`config.mk`:
```
export PLATFORM = sky130hd
export DESIGN_NAME = mixed_radix_digit_reversal_top
export DESIGN_NICKNAME = d
export VERILOG_FILES = /design/src/hw/rtl/mrdr_pkg.sv /design/src/hw/rtl/mrdr_cfg.sv /design/src/hw/rtl/mrdr_digit.sv /design/src/hw/rtl/mrdr_merge.sv /design/src/hw/rtl/mixed_radix_digit_reversal_top.sv
export SDC_FILE = /design/constraint.sdc
export NUM_CORES = 2
export LEC_CHECK = 0
export ABC_CLOCK_PERIOD_IN_PS = 311200
export BUFFER_PORTS_ARGS = -buffer_cell sky130_fd_sc_hd__buf_4
export CAP_MARGIN = 5
export CORE_MARGIN = 3
export CORE_UTILIZATION = 50
export CTS_CLUSTER_DIAMETER = 120
export CTS_CLUSTER_SIZE = 25
export DETAILED_ROUTE_END_ITERATION = 10
export GPL_TIMING_DRIVEN = 0
export PLACE_DENSITY_LB_ADDON = 0.05
export RECOVER_POWER = 50
export SKIP_LAST_GASP = 1
export SYNTH_ARGS = -nofsm -noshare
export SYNTH_HDL_FRONTEND = slang
export SYNTH_SLANG_ARGS = --single-unit
```
`constraint.sdc`:
```
create_clock -name clk_i -period 311.2 [get_ports clk_i]
set_input_delay 93.36 -clock clk_i [delete_from_list [all_inputs] [get_ports clk_i]]
set_output_delay 93.36 -clock clk_i [all_outputs]
set_load 0.02 [all_outputs]
```
`src/hw/rtl/mrdr_pkg.sv`:
```
`timescale 1ns / 1ps

package mrdr_pkg;

  // Index width and stage limit of the generator.
  localparam int INDEX_BITS = 16;
  localparam int MAX_STAGES = 6;

  // Fixed register layout.
  localparam int RADIX_REGS = 6;
  localparam int RADIX_W    = 7;
  localparam int PC_W       = 17;
  localparam int SC_W       = 3;
  localparam int CFG_IDX_W  = 3;
  localparam int CFG_DATA_W = 17;

  // Digit stages that exist in hardware.
  localparam int ACT_STAGES = (MAX_STAGES < RADIX_REGS) ? MAX_STAGES : RADIX_REGS;

  // Divider: quotient bits resolved between two registers.
  localparam int STEPS_PER_REG = 4;
  localparam int DIV_REGS      = (INDEX_BITS + STEPS_PER_REG - 1) / STEPS_PER_REG;

  // Stream widths, padded to whole bytes.
  localparam int DATA_W = ((INDEX_BITS + 7) / 8) * 8;

  // Width that holds both a position and the point count.
  localparam int CMP_W = (INDEX_BITS + 1 > PC_W) ? INDEX_BITS + 1 : PC_W;

  typedef enum logic [CFG_IDX_W-1:0] {
    REG_POINT_COUNT = 3'd0,
    REG_STAGE_COUNT = 3'd1,
    REG_RADIX_0     = 3'd2,
    REG_RADIX_1     = 3'd3,
    REG_RADIX_2     = 3'd4,
    REG_RADIX_3     = 3'd5,
    REG_RADIX_4     = 3'd6,
    REG_RADIX_5     = 3'd7
  } reg_idx_e;

  // Settings as the datapath sees them: one radix per stage, 1 where idle.
  typedef struct packed {
    logic [PC_W-1:0]                       point_count;
    logic [ACT_STAGES-1:0][RADIX_W-1:0]    radix;
  } cfg_t;

  // One index in flight.
  typedef struct packed {
    logic                  oor;   // position not below point count
    logic [INDEX_BITS-1:0] pos;   // original position
    logic [INDEX_BITS-1:0] quo;   // position divided by radices so far
    logic [INDEX_BITS-1:0] racc;  // reversed digits, wrapped
    logic [INDEX_BITS-1:0] bacc;  // block size so far, wrapped
  } item_t;

endpackage

```
`src/hw/rtl/mrdr_cfg.sv`:
```
`timescale 1ns / 1ps

module mrdr_cfg (
  input  logic                            clk_i,
  input  logic                            rst_ni,
  input  logic                            cfg_we_i,
  input  logic [mrdr_pkg::CFG_IDX_W-1:0]  cfg_idx_i,
  input  logic [mrdr_pkg::CFG_DATA_W-1:0] cfg_data_i,
  output mrdr_pkg::cfg_t                  cfg_o
);
  import mrdr_pkg::*;

  logic [PC_W-1:0]                   point_count_q;
  logic [SC_W-1:0]                   stage_count_q;
  logic [RADIX_REGS-1:0][RADIX_W-1:0] radix_q;
  logic [RADIX_W-1:0]                new_radix;

  assign new_radix = cfg_data_i[RADIX_W-1:0];

  always_ff @(posedge clk_i or negedge rst_ni) begin
    if (!rst_ni) begin
      point_count_q <= PC_W'(2);
      stage_count_q <= SC_W'(1);
      for (int i = 0; i < RADIX_REGS; i++) begin
        radix_q[i] <= RADIX_W'(2);
      end
    end else if (cfg_we_i) begin
      unique case (reg_idx_e'(cfg_idx_i))
        REG_POINT_COUNT: point_count_q <= cfg_data_i[PC_W-1:0];
        REG_STAGE_COUNT: stage_count_q <= cfg_data_i[SC_W-1:0];
        REG_RADIX_0:     radix_q[0]    <= new_radix;
        REG_RADIX_1:     radix_q[1]    <= new_radix;
        REG_RADIX_2:     radix_q[2]    <= new_radix;
        REG_RADIX_3:     radix_q[3]    <= new_radix;
        REG_RADIX_4:     radix_q[4]    <= new_radix;
        REG_RADIX_5:     radix_q[5]    <= new_radix;
      endcase
    end
  end

  // Stages past the stage count, and radices below two, act as radix one.
  always_comb begin
    cfg_o.point_count = point_count_q;
    for (int t = 0; t < ACT_STAGES; t++) begin
      if ((stage_count_q > SC_W'(t)) && (radix_q[t] >= RADIX_W'(2))) begin
        cfg_o.radix[t] = radix_q[t];
      end else begin
        cfg_o.radix[t] = RADIX_W'(1);
      end
    end
  end

endmodule

```
`src/hw/rtl/mrdr_digit.sv`:
```
`timescale 1ns / 1ps

module mrdr_digit (
  input  logic                         clk_i,
  input  logic                         rst_ni,
  input  logic                         en_i,
  input  logic [mrdr_pkg::RADIX_W-1:0] radix_i,
  input  logic                         valid_i,
  input  mrdr_pkg::item_t              item_i,
  output logic                         valid_o,
  output mrdr_pkg::item_t              item_o
);
  import mrdr_pkg::*;

  localparam int MAC_W = INDEX_BITS + RADIX_W;

  typedef struct packed {
    item_t              item;
    logic [RADIX_W-1:0] rem;
  } div_t;

  div_t                div_d [DIV_REGS];
  div_t                div_q [DIV_REGS];
  logic [DIV_REGS-1:0] div_vld_q;
  item_t               mac_d, mac_q;
  logic                mac_vld_q;
  logic [MAC_W-1:0]    racc_w, bacc_w;

  // Restoring division, four quotient bits per register.
  always_comb begin
    div_t              cur;
    logic [RADIX_W:0]  trial;
    for (int g = 0; g < DIV_REGS; g++) begin
      if (g == 0) begin
        cur.item = item_i;
        cur.rem  = '0;
      end else begin
        cur = div_q[g-1];
      end
      for (int j = 0; j < STEPS_PER_REG; j++) begin
        if (g * STEPS_PER_REG + j < INDEX_BITS) begin
          trial = {cur.rem, cur.item.quo[INDEX_BITS-1]};
          if (trial >= {1'b0, radix_i}) begin
            cur.rem      = RADIX_W'(trial - {1'b0, radix_i});
            cur.item.quo = {cur.item.quo[INDEX_BITS-2:0], 1'b1};
          end else begin
            cur.rem      = trial[RADIX_W-1:0];
            cur.item.quo = {cur.item.quo[INDEX_BITS-2:0], 1'b0};
          end
        end
      end
      div_d[g] = cur;
    end
  end

  // Append the digit to the reversed index and grow the block size.
  always_comb begin
    racc_w = MAC_W'(div_q[DIV_REGS-1].item.racc) * MAC_W'(radix_i)
           + MAC_W'(div_q[DIV_REGS-1].rem);
    bacc_w = MAC_W'(div_q[DIV_REGS-1].item.bacc) * MAC_W'(radix_i);
    mac_d      = div_q[DIV_REGS-1].item;
    mac_d.racc = racc_w[INDEX_BITS-1:0];
    mac_d.bacc = bacc_w[INDEX_BITS-1:0];
  end

  always_ff @(posedge clk_i or negedge rst_ni) begin
    if (!rst_ni) begin
      div_vld_q <= '0;
      mac_vld_q <= 1'b0;
    end else if (en_i) begin
      div_vld_q <= {div_vld_q[DIV_REGS-2:0], valid_i};
      mac_vld_q <= div_vld_q[DIV_REGS-1];
    end
  end

  always_ff @(posedge clk_i) begin
    if (en_i) begin
      div_q <= div_d;
      mac_q <= mac_d;
    end
  end

  assign valid_o = mac_vld_q;
  assign item_o  = mac_q;

endmodule

```
`src/hw/rtl/mrdr_merge.sv`:
```
`timescale 1ns / 1ps

module mrdr_merge (
  input  logic                            clk_i,
  input  logic                            rst_ni,
  input  logic                            en_i,
  input  logic                            valid_i,
  input  mrdr_pkg::item_t                 item_i,
  output logic                            valid_o,
  output logic [mrdr_pkg::INDEX_BITS-1:0] source_index_o,
  output logic                            out_of_range_o
);
  import mrdr_pkg::*;

  logic [2*INDEX_BITS-1:0] prod_w;
  logic [INDEX_BITS-1:0]   prod_q, racc_q, pos_q;
  logic [INDEX_BITS-1:0]   sum_w;
  logic                    oor_q, vld_a_q;
  logic [INDEX_BITS-1:0]   src_q;
  logic                    src_oor_q, src_vld_q;

  // Upper part of the index: quotient times full block size.
  assign prod_w = (2*INDEX_BITS)'(item_i.quo) * (2*INDEX_BITS)'(item_i.bacc);
  assign sum_w  = prod_q + racc_q;

  always_ff @(posedge clk_i or negedge rst_ni) begin
    if (!rst_ni) begin
      vld_a_q   <= 1'b0;
      src_vld_q <= 1'b0;
    end else if (en_i) begin
      vld_a_q   <= valid_i;
      src_vld_q <= vld_a_q;
    end
  end

  always_ff @(posedge clk_i) begin
    if (en_i) begin
      prod_q    <= prod_w[INDEX_BITS-1:0];
      racc_q    <= item_i.racc;
      pos_q     <= item_i.pos;
      oor_q     <= item_i.oor;
      src_q     <= oor_q ? pos_q : sum_w;
      src_oor_q <= oor_q;
    end
  end

  assign valid_o        = src_vld_q;
  assign source_index_o = src_q;
  assign out_of_range_o = src_oor_q;

endmodule

```
`src/hw/rtl/mixed_radix_digit_reversal_top.sv`:
```
`timescale 1ns / 1ps

// Channel   Direction  Beat contents (tdata / tuser, lowest bit first)
// s_axis    in         tdata: position
// m_axis    out        tdata: source_index            tuser: out_of_range
// cfg       in         one register write per cycle with cfg_we_i high
//
// One index enters per cycle while the output is not stalled. Each digit
// stage has a divider of four registers, four quotient bits per register,
// then a multiply-add that appends the digit.
// Reset clears every valid bit and loads the default settings at once.
// A stalled output holds the whole pipeline; no beat is lost or repeated.
module mixed_radix_digit_reversal_top (
  input  logic                            clk_i,
  input  logic                            rst_ni,
  // input stream
  input  logic                            s_axis_tvalid,
  output logic                            s_axis_tready,
  input  logic [mrdr_pkg::DATA_W-1:0]     s_axis_tdata,   // position
  // result stream
  output logic                            m_axis_tvalid,
  input  logic                            m_axis_tready,
  output logic [mrdr_pkg::DATA_W-1:0]     m_axis_tdata,   // source_index
  output logic                            m_axis_tuser,   // out_of_range
  // register writes
  input  logic                            cfg_we_i,
  input  logic [mrdr_pkg::CFG_IDX_W-1:0]  cfg_idx_i,
  input  logic [mrdr_pkg::CFG_DATA_W-1:0] cfg_data_i
);
  import mrdr_pkg::*;

  cfg_t                  cfg;
  logic                  en;
  logic                  in_vld_q;
  item_t                 in_d, in_q;
  logic [INDEX_BITS-1:0] pos;

  logic                  stg_vld [ACT_STAGES+1];
  item_t                 stg_item [ACT_STAGES+1];

  logic                  out_vld;
  logic [INDEX_BITS-1:0] out_index;
  logic                  out_oor;

  mrdr_cfg u_cfg (
    .clk_i      (clk_i),
    .rst_ni     (rst_ni),
    .cfg_we_i   (cfg_we_i),
    .cfg_idx_i  (cfg_idx_i),
    .cfg_data_i (cfg_data_i),
    .cfg_o      (cfg)
  );

  // Advance everything whenever the output register is free or drained.
  assign en            = !out_vld || m_axis_tready;
  assign s_axis_tready = en;

  // Flag out-of-range positions up front; the index math runs on them
  // anyway and the merge stage swaps the position back in.
  assign pos = s_axis_tdata[INDEX_BITS-1:0];
  always_comb begin
    in_d.pos  = pos;
    in_d.quo  = pos;
    in_d.racc = '0;
    in_d.bacc = INDEX_BITS'(1);
    in_d.oor  = (CMP_W'(pos) >= CMP_W'(cfg.point_count));
  end

  always_ff @(posedge clk_i or negedge rst_ni) begin
    if (!rst_ni) begin
      in_vld_q <= 1'b0;
    end else if (en) begin
      in_vld_q <= s_axis_tvalid;
    end
  end

  always_ff @(posedge clk_i) begin
    if (en) begin
      in_q <= in_d;
    end
  end

  assign stg_vld[0]  = in_vld_q;
  assign stg_item[0] = in_q;

  // One stage per radix: peel the next digit off the quotient and push it
  // onto the reversed index (digit-reversal in closed form).
  for (genvar t = 0; t < ACT_STAGES; t++) begin : g_digit
    mrdr_digit u_digit (
      .clk_i   (clk_i),
      .rst_ni  (rst_ni),
      .en_i    (en),
      .radix_i (cfg.radix[t]),
      .valid_i (stg_vld[t]),
      .item_i  (stg_item[t]),
      .valid_o (stg_vld[t+1]),
      .item_o  (stg_item[t+1])
    );
  end

  mrdr_merge u_merge (
    .clk_i          (clk_i),
    .rst_ni         (rst_ni),
    .en_i           (en),
    .valid_i        (stg_vld[ACT_STAGES]),
    .item_i         (stg_item[ACT_STAGES]),
    .valid_o        (out_vld),
    .source_index_o (out_index),
    .out_of_range_o (out_oor)
  );

  assign m_axis_tvalid = out_vld;
  assign m_axis_tdata  = DATA_W'(out_index);
  assign m_axis_tuser  = out_oor;

endmodule
```
==> results.ini <==
[outcome]
status = finished with violations
failed_checks = max-capacitance violations, max-slew violations

[logic_synthesis]
async_flop_share = 0.04659
seq_area_frac_synth = 0.4864
synth-seq-cells = 2039
avgSynthCellArea_um2 = 12.36
ys.flop_type = edfxtp_1
netlist_area_mm2 = 0.1249
yosysWarningCount = 0
synth_nets = 11820
synth_cells = 10110
synth-edff-count = 1944
yosysUniqueCellTypes = 108

[critical_path]
critPathKind = in -> out
rr_startpoint = u_cfg.radix_q[23]
crit_path_max_fanout = 31
crit-reg2reg-capture = g_digit[3].u_digit.div_q[1]
r2r_cells = 39
start_kind = input pin
critical_path.endpoint_type = output pin
worstPathArrival_ns = 95.14
timing.critical_path.required_ns = 217.84
regToRegSetupSlack_ns = 297.22

[die]
die-area_mm2 = 0.2559
initial_utilization = 0.5052
die_y_um = 505.9
pin_count = 60
die_w_um = 505.9
rows = 182
core_mm2 = 0.2473

[run]
cap_violations = 13

[drt]
drc = 0
routed_wl_um = 260800
vias = 75320
wl_per_cell_um = 19.05
first_pass_iters = 5
first_iter_violations = 4218
vias_per_cell = 5.501
antenna_left = 0

[grt]
overflow = 0
grt_pass1_vias = 77080
grt_usage = 0.2036
antenna_found_initial = 10
grt_pass1_wl_um = 418800
grt_start_max_net_pins = 72

[layout]
layoutNonFillerInstCount = 13690
drive_gt1_frac = 0.05881
area_growth_pct = 6.585
nNetsFinal = 12030
final_util = 0.5385

[clocking]
clkTransAtPathRegs_ns = 0.10
h-tree-depth = 3
cts-hold-fix-buffers = 0
clock_latency_ns = 0.80
cts_buffer_depth = 3
cts_root_buf = clkbuf_16
ctsResizeCount = 0
cts_sinks = 2039
cts_tree = yes
cts_buffers = 96
cts_setup_buffers = 0

[placement]
dp.cells = 13530
place_congestion = 0.8612
port_buffers = 55
dp_hpwl_um = 196100

[sta]
finalSetupViolCount = 0
finalHoldViolations = 0
drv_slew = 272
finalCritPeriodShare = 0.6057
fin_setup_tns_ns = 0
slew_headroom = -2.000
fin_skew_ns = 0.05261
layout_min_cycle_time_ns = 188.50
rsz0062_at_grt = no
tightest_slew_ns = 4.500
fmax_mhz = 5.305

[worst_hold_path]
hold_class = reg -> reg
min_to = g_digit[2].u_digit.div_d[129]
hold_depth = 0
hp-start = g_digit[2].u_digit.div_d[201]

-- per-layer routing --
layer  global-route usage  up-vias  wire [um]
met5                    0        -          0
met4              0.06571        0       8640
met2               0.3598     1128     130900
met3              0.01783      369       7485
met1               0.2648    37300     113800
li1                     -    36520          -
-- flip-flops by register name (all words and copies together), names as in the netlist, 3 cells and up --
signal	cells
u_merge.pos_q	16
in_q	17
u_merge.prod_q	16
g_digit.u_digit.item_o	369
u_cfg.stage_count_q	3
u_merge.racc_q	16
g_digit.u_digit.div_q	790
g_digit.u_digit.valid_o	6
u_cfg.radix_q	42
u_merge.source_index_o	16
g_digit.u_digit.div_d	702
u_cfg.point_count_q	17
g_digit.u_digit.div_vld_q	24
-- critical path, stage by stage --
cell and delay [ns]:
clkbuf_4 0.09, nand2b_1 0.22, clkbuf_1 0.35, buf_2 0.64, buf_12 0.29, buf_4 0.17
-- cells in the mapped netlist (87+ instances only) --
library cell | instances | area [um2]
a21o_1 | 197 | 1479
a21oi_1 | 364 | 1822
and2_1 | 302 | 1889
and3_1 | 238 | 1489
clkbuf_1 | 148 | 555.5
dfrtp_1 | 87 | 2177
edfxtp_1 | 1944 | 58380
fa_1 | 659 | 13190
ha_1 | 1014 | 12690
inv_1 | 1101 | 4133
mux2_2 | 323 | 3637
mux2i_1 | 120 | 1201
nand2_1 | 806 | 3025
nand3_1 | 115 | 575.6
nor2_1 | 350 | 1314
nor2b_1 | 155 | 969.7
nor3_1 | 135 | 675.7
o21a_1 | 97 | 728.2
o21ai_0 | 355 | 1777
xnor2_1 | 397 | 3477
xor2_1 | 166 | 1454
-- placed cells by master (no fill, tap or decap), types with 134 or more instances in the layout --
| master | count |
|---|---|
| a21oi_1 | 364 |
| and2_1 | 262 |
| and3_1 | 238 |
| ha_1 | 1014 |
| nor3_1 | 134 |
| fa_1 | 659 |
| nand2_1 | 806 |
| nor2b_1 | 155 |
| a21o_1 | 197 |
| xor2_1 | 166 |
| inv_1 | 1104 |
| nor2_1 | 351 |
| xnor2_1 | 397 |
| o21ai_0 | 356 |
| edfxtp_1 | 1944 |
| clkbuf_1 | 216 |
| mux2_2 | 284 |
-- final cells by class --
type	count	area, um2
fill	21250	114100
sequential	2039	60760
multi-input combinational	6790	59100
inverter	1111	4170
tap	3312	4144
clock buffer	133	2544
timing repair buffer	113	1446
buffer	167	628.1
clock inverter	20	360.3
antenna	5	12.51
-- kinds of logic after synthesis --
logic type	Yosys count	share of synthesized area
and+or+nand+nor	2451	0.09879
muxes	465	0.04090
adders and majority gates	1673	0.2071
DFF	2039	0.4864
xor gates and xnor gates	563	0.03947
buffers and inverters	1278	0.03861
AOI/OAI and AO/OA	1638	0.08874
-- stage by stage --
stage | worst slack [ns] | hold slack, ns | cell area (um2)
2_1_floorplan | 71.67 | 0.4003 | 124900
3_3_place_gp | 46.85 | 0.4001 | 129500
3_5_place_dp | 122.65 | 0.4045 | 130600
4_1_cts | 122.64 | 0.3920 | 133600
5_1_grt | 122.54 | 0.4085 | 133200
6_report | 122.70 | 0.4055 | 133200
-- worst max path at each step --
stage             startpoint            end  slack, ns  cells past startpoint
2_1_floorplan  m_axis_tready  s_axis_tready      71.67                      3
3_3_place_gp   m_axis_tready  s_axis_tready      46.85                      5
3_5_place_dp   m_axis_tready  s_axis_tready     122.65                      6
4_1_cts        m_axis_tready  s_axis_tready     122.64                      6
5_1_grt        m_axis_tready  s_axis_tready     122.54                      6
6_report       m_axis_tready  s_axis_tready     122.70                      6
Power is not shown: default switching activity piles up to over one toggle a cycle in this logic, so the estimate is an artifact.
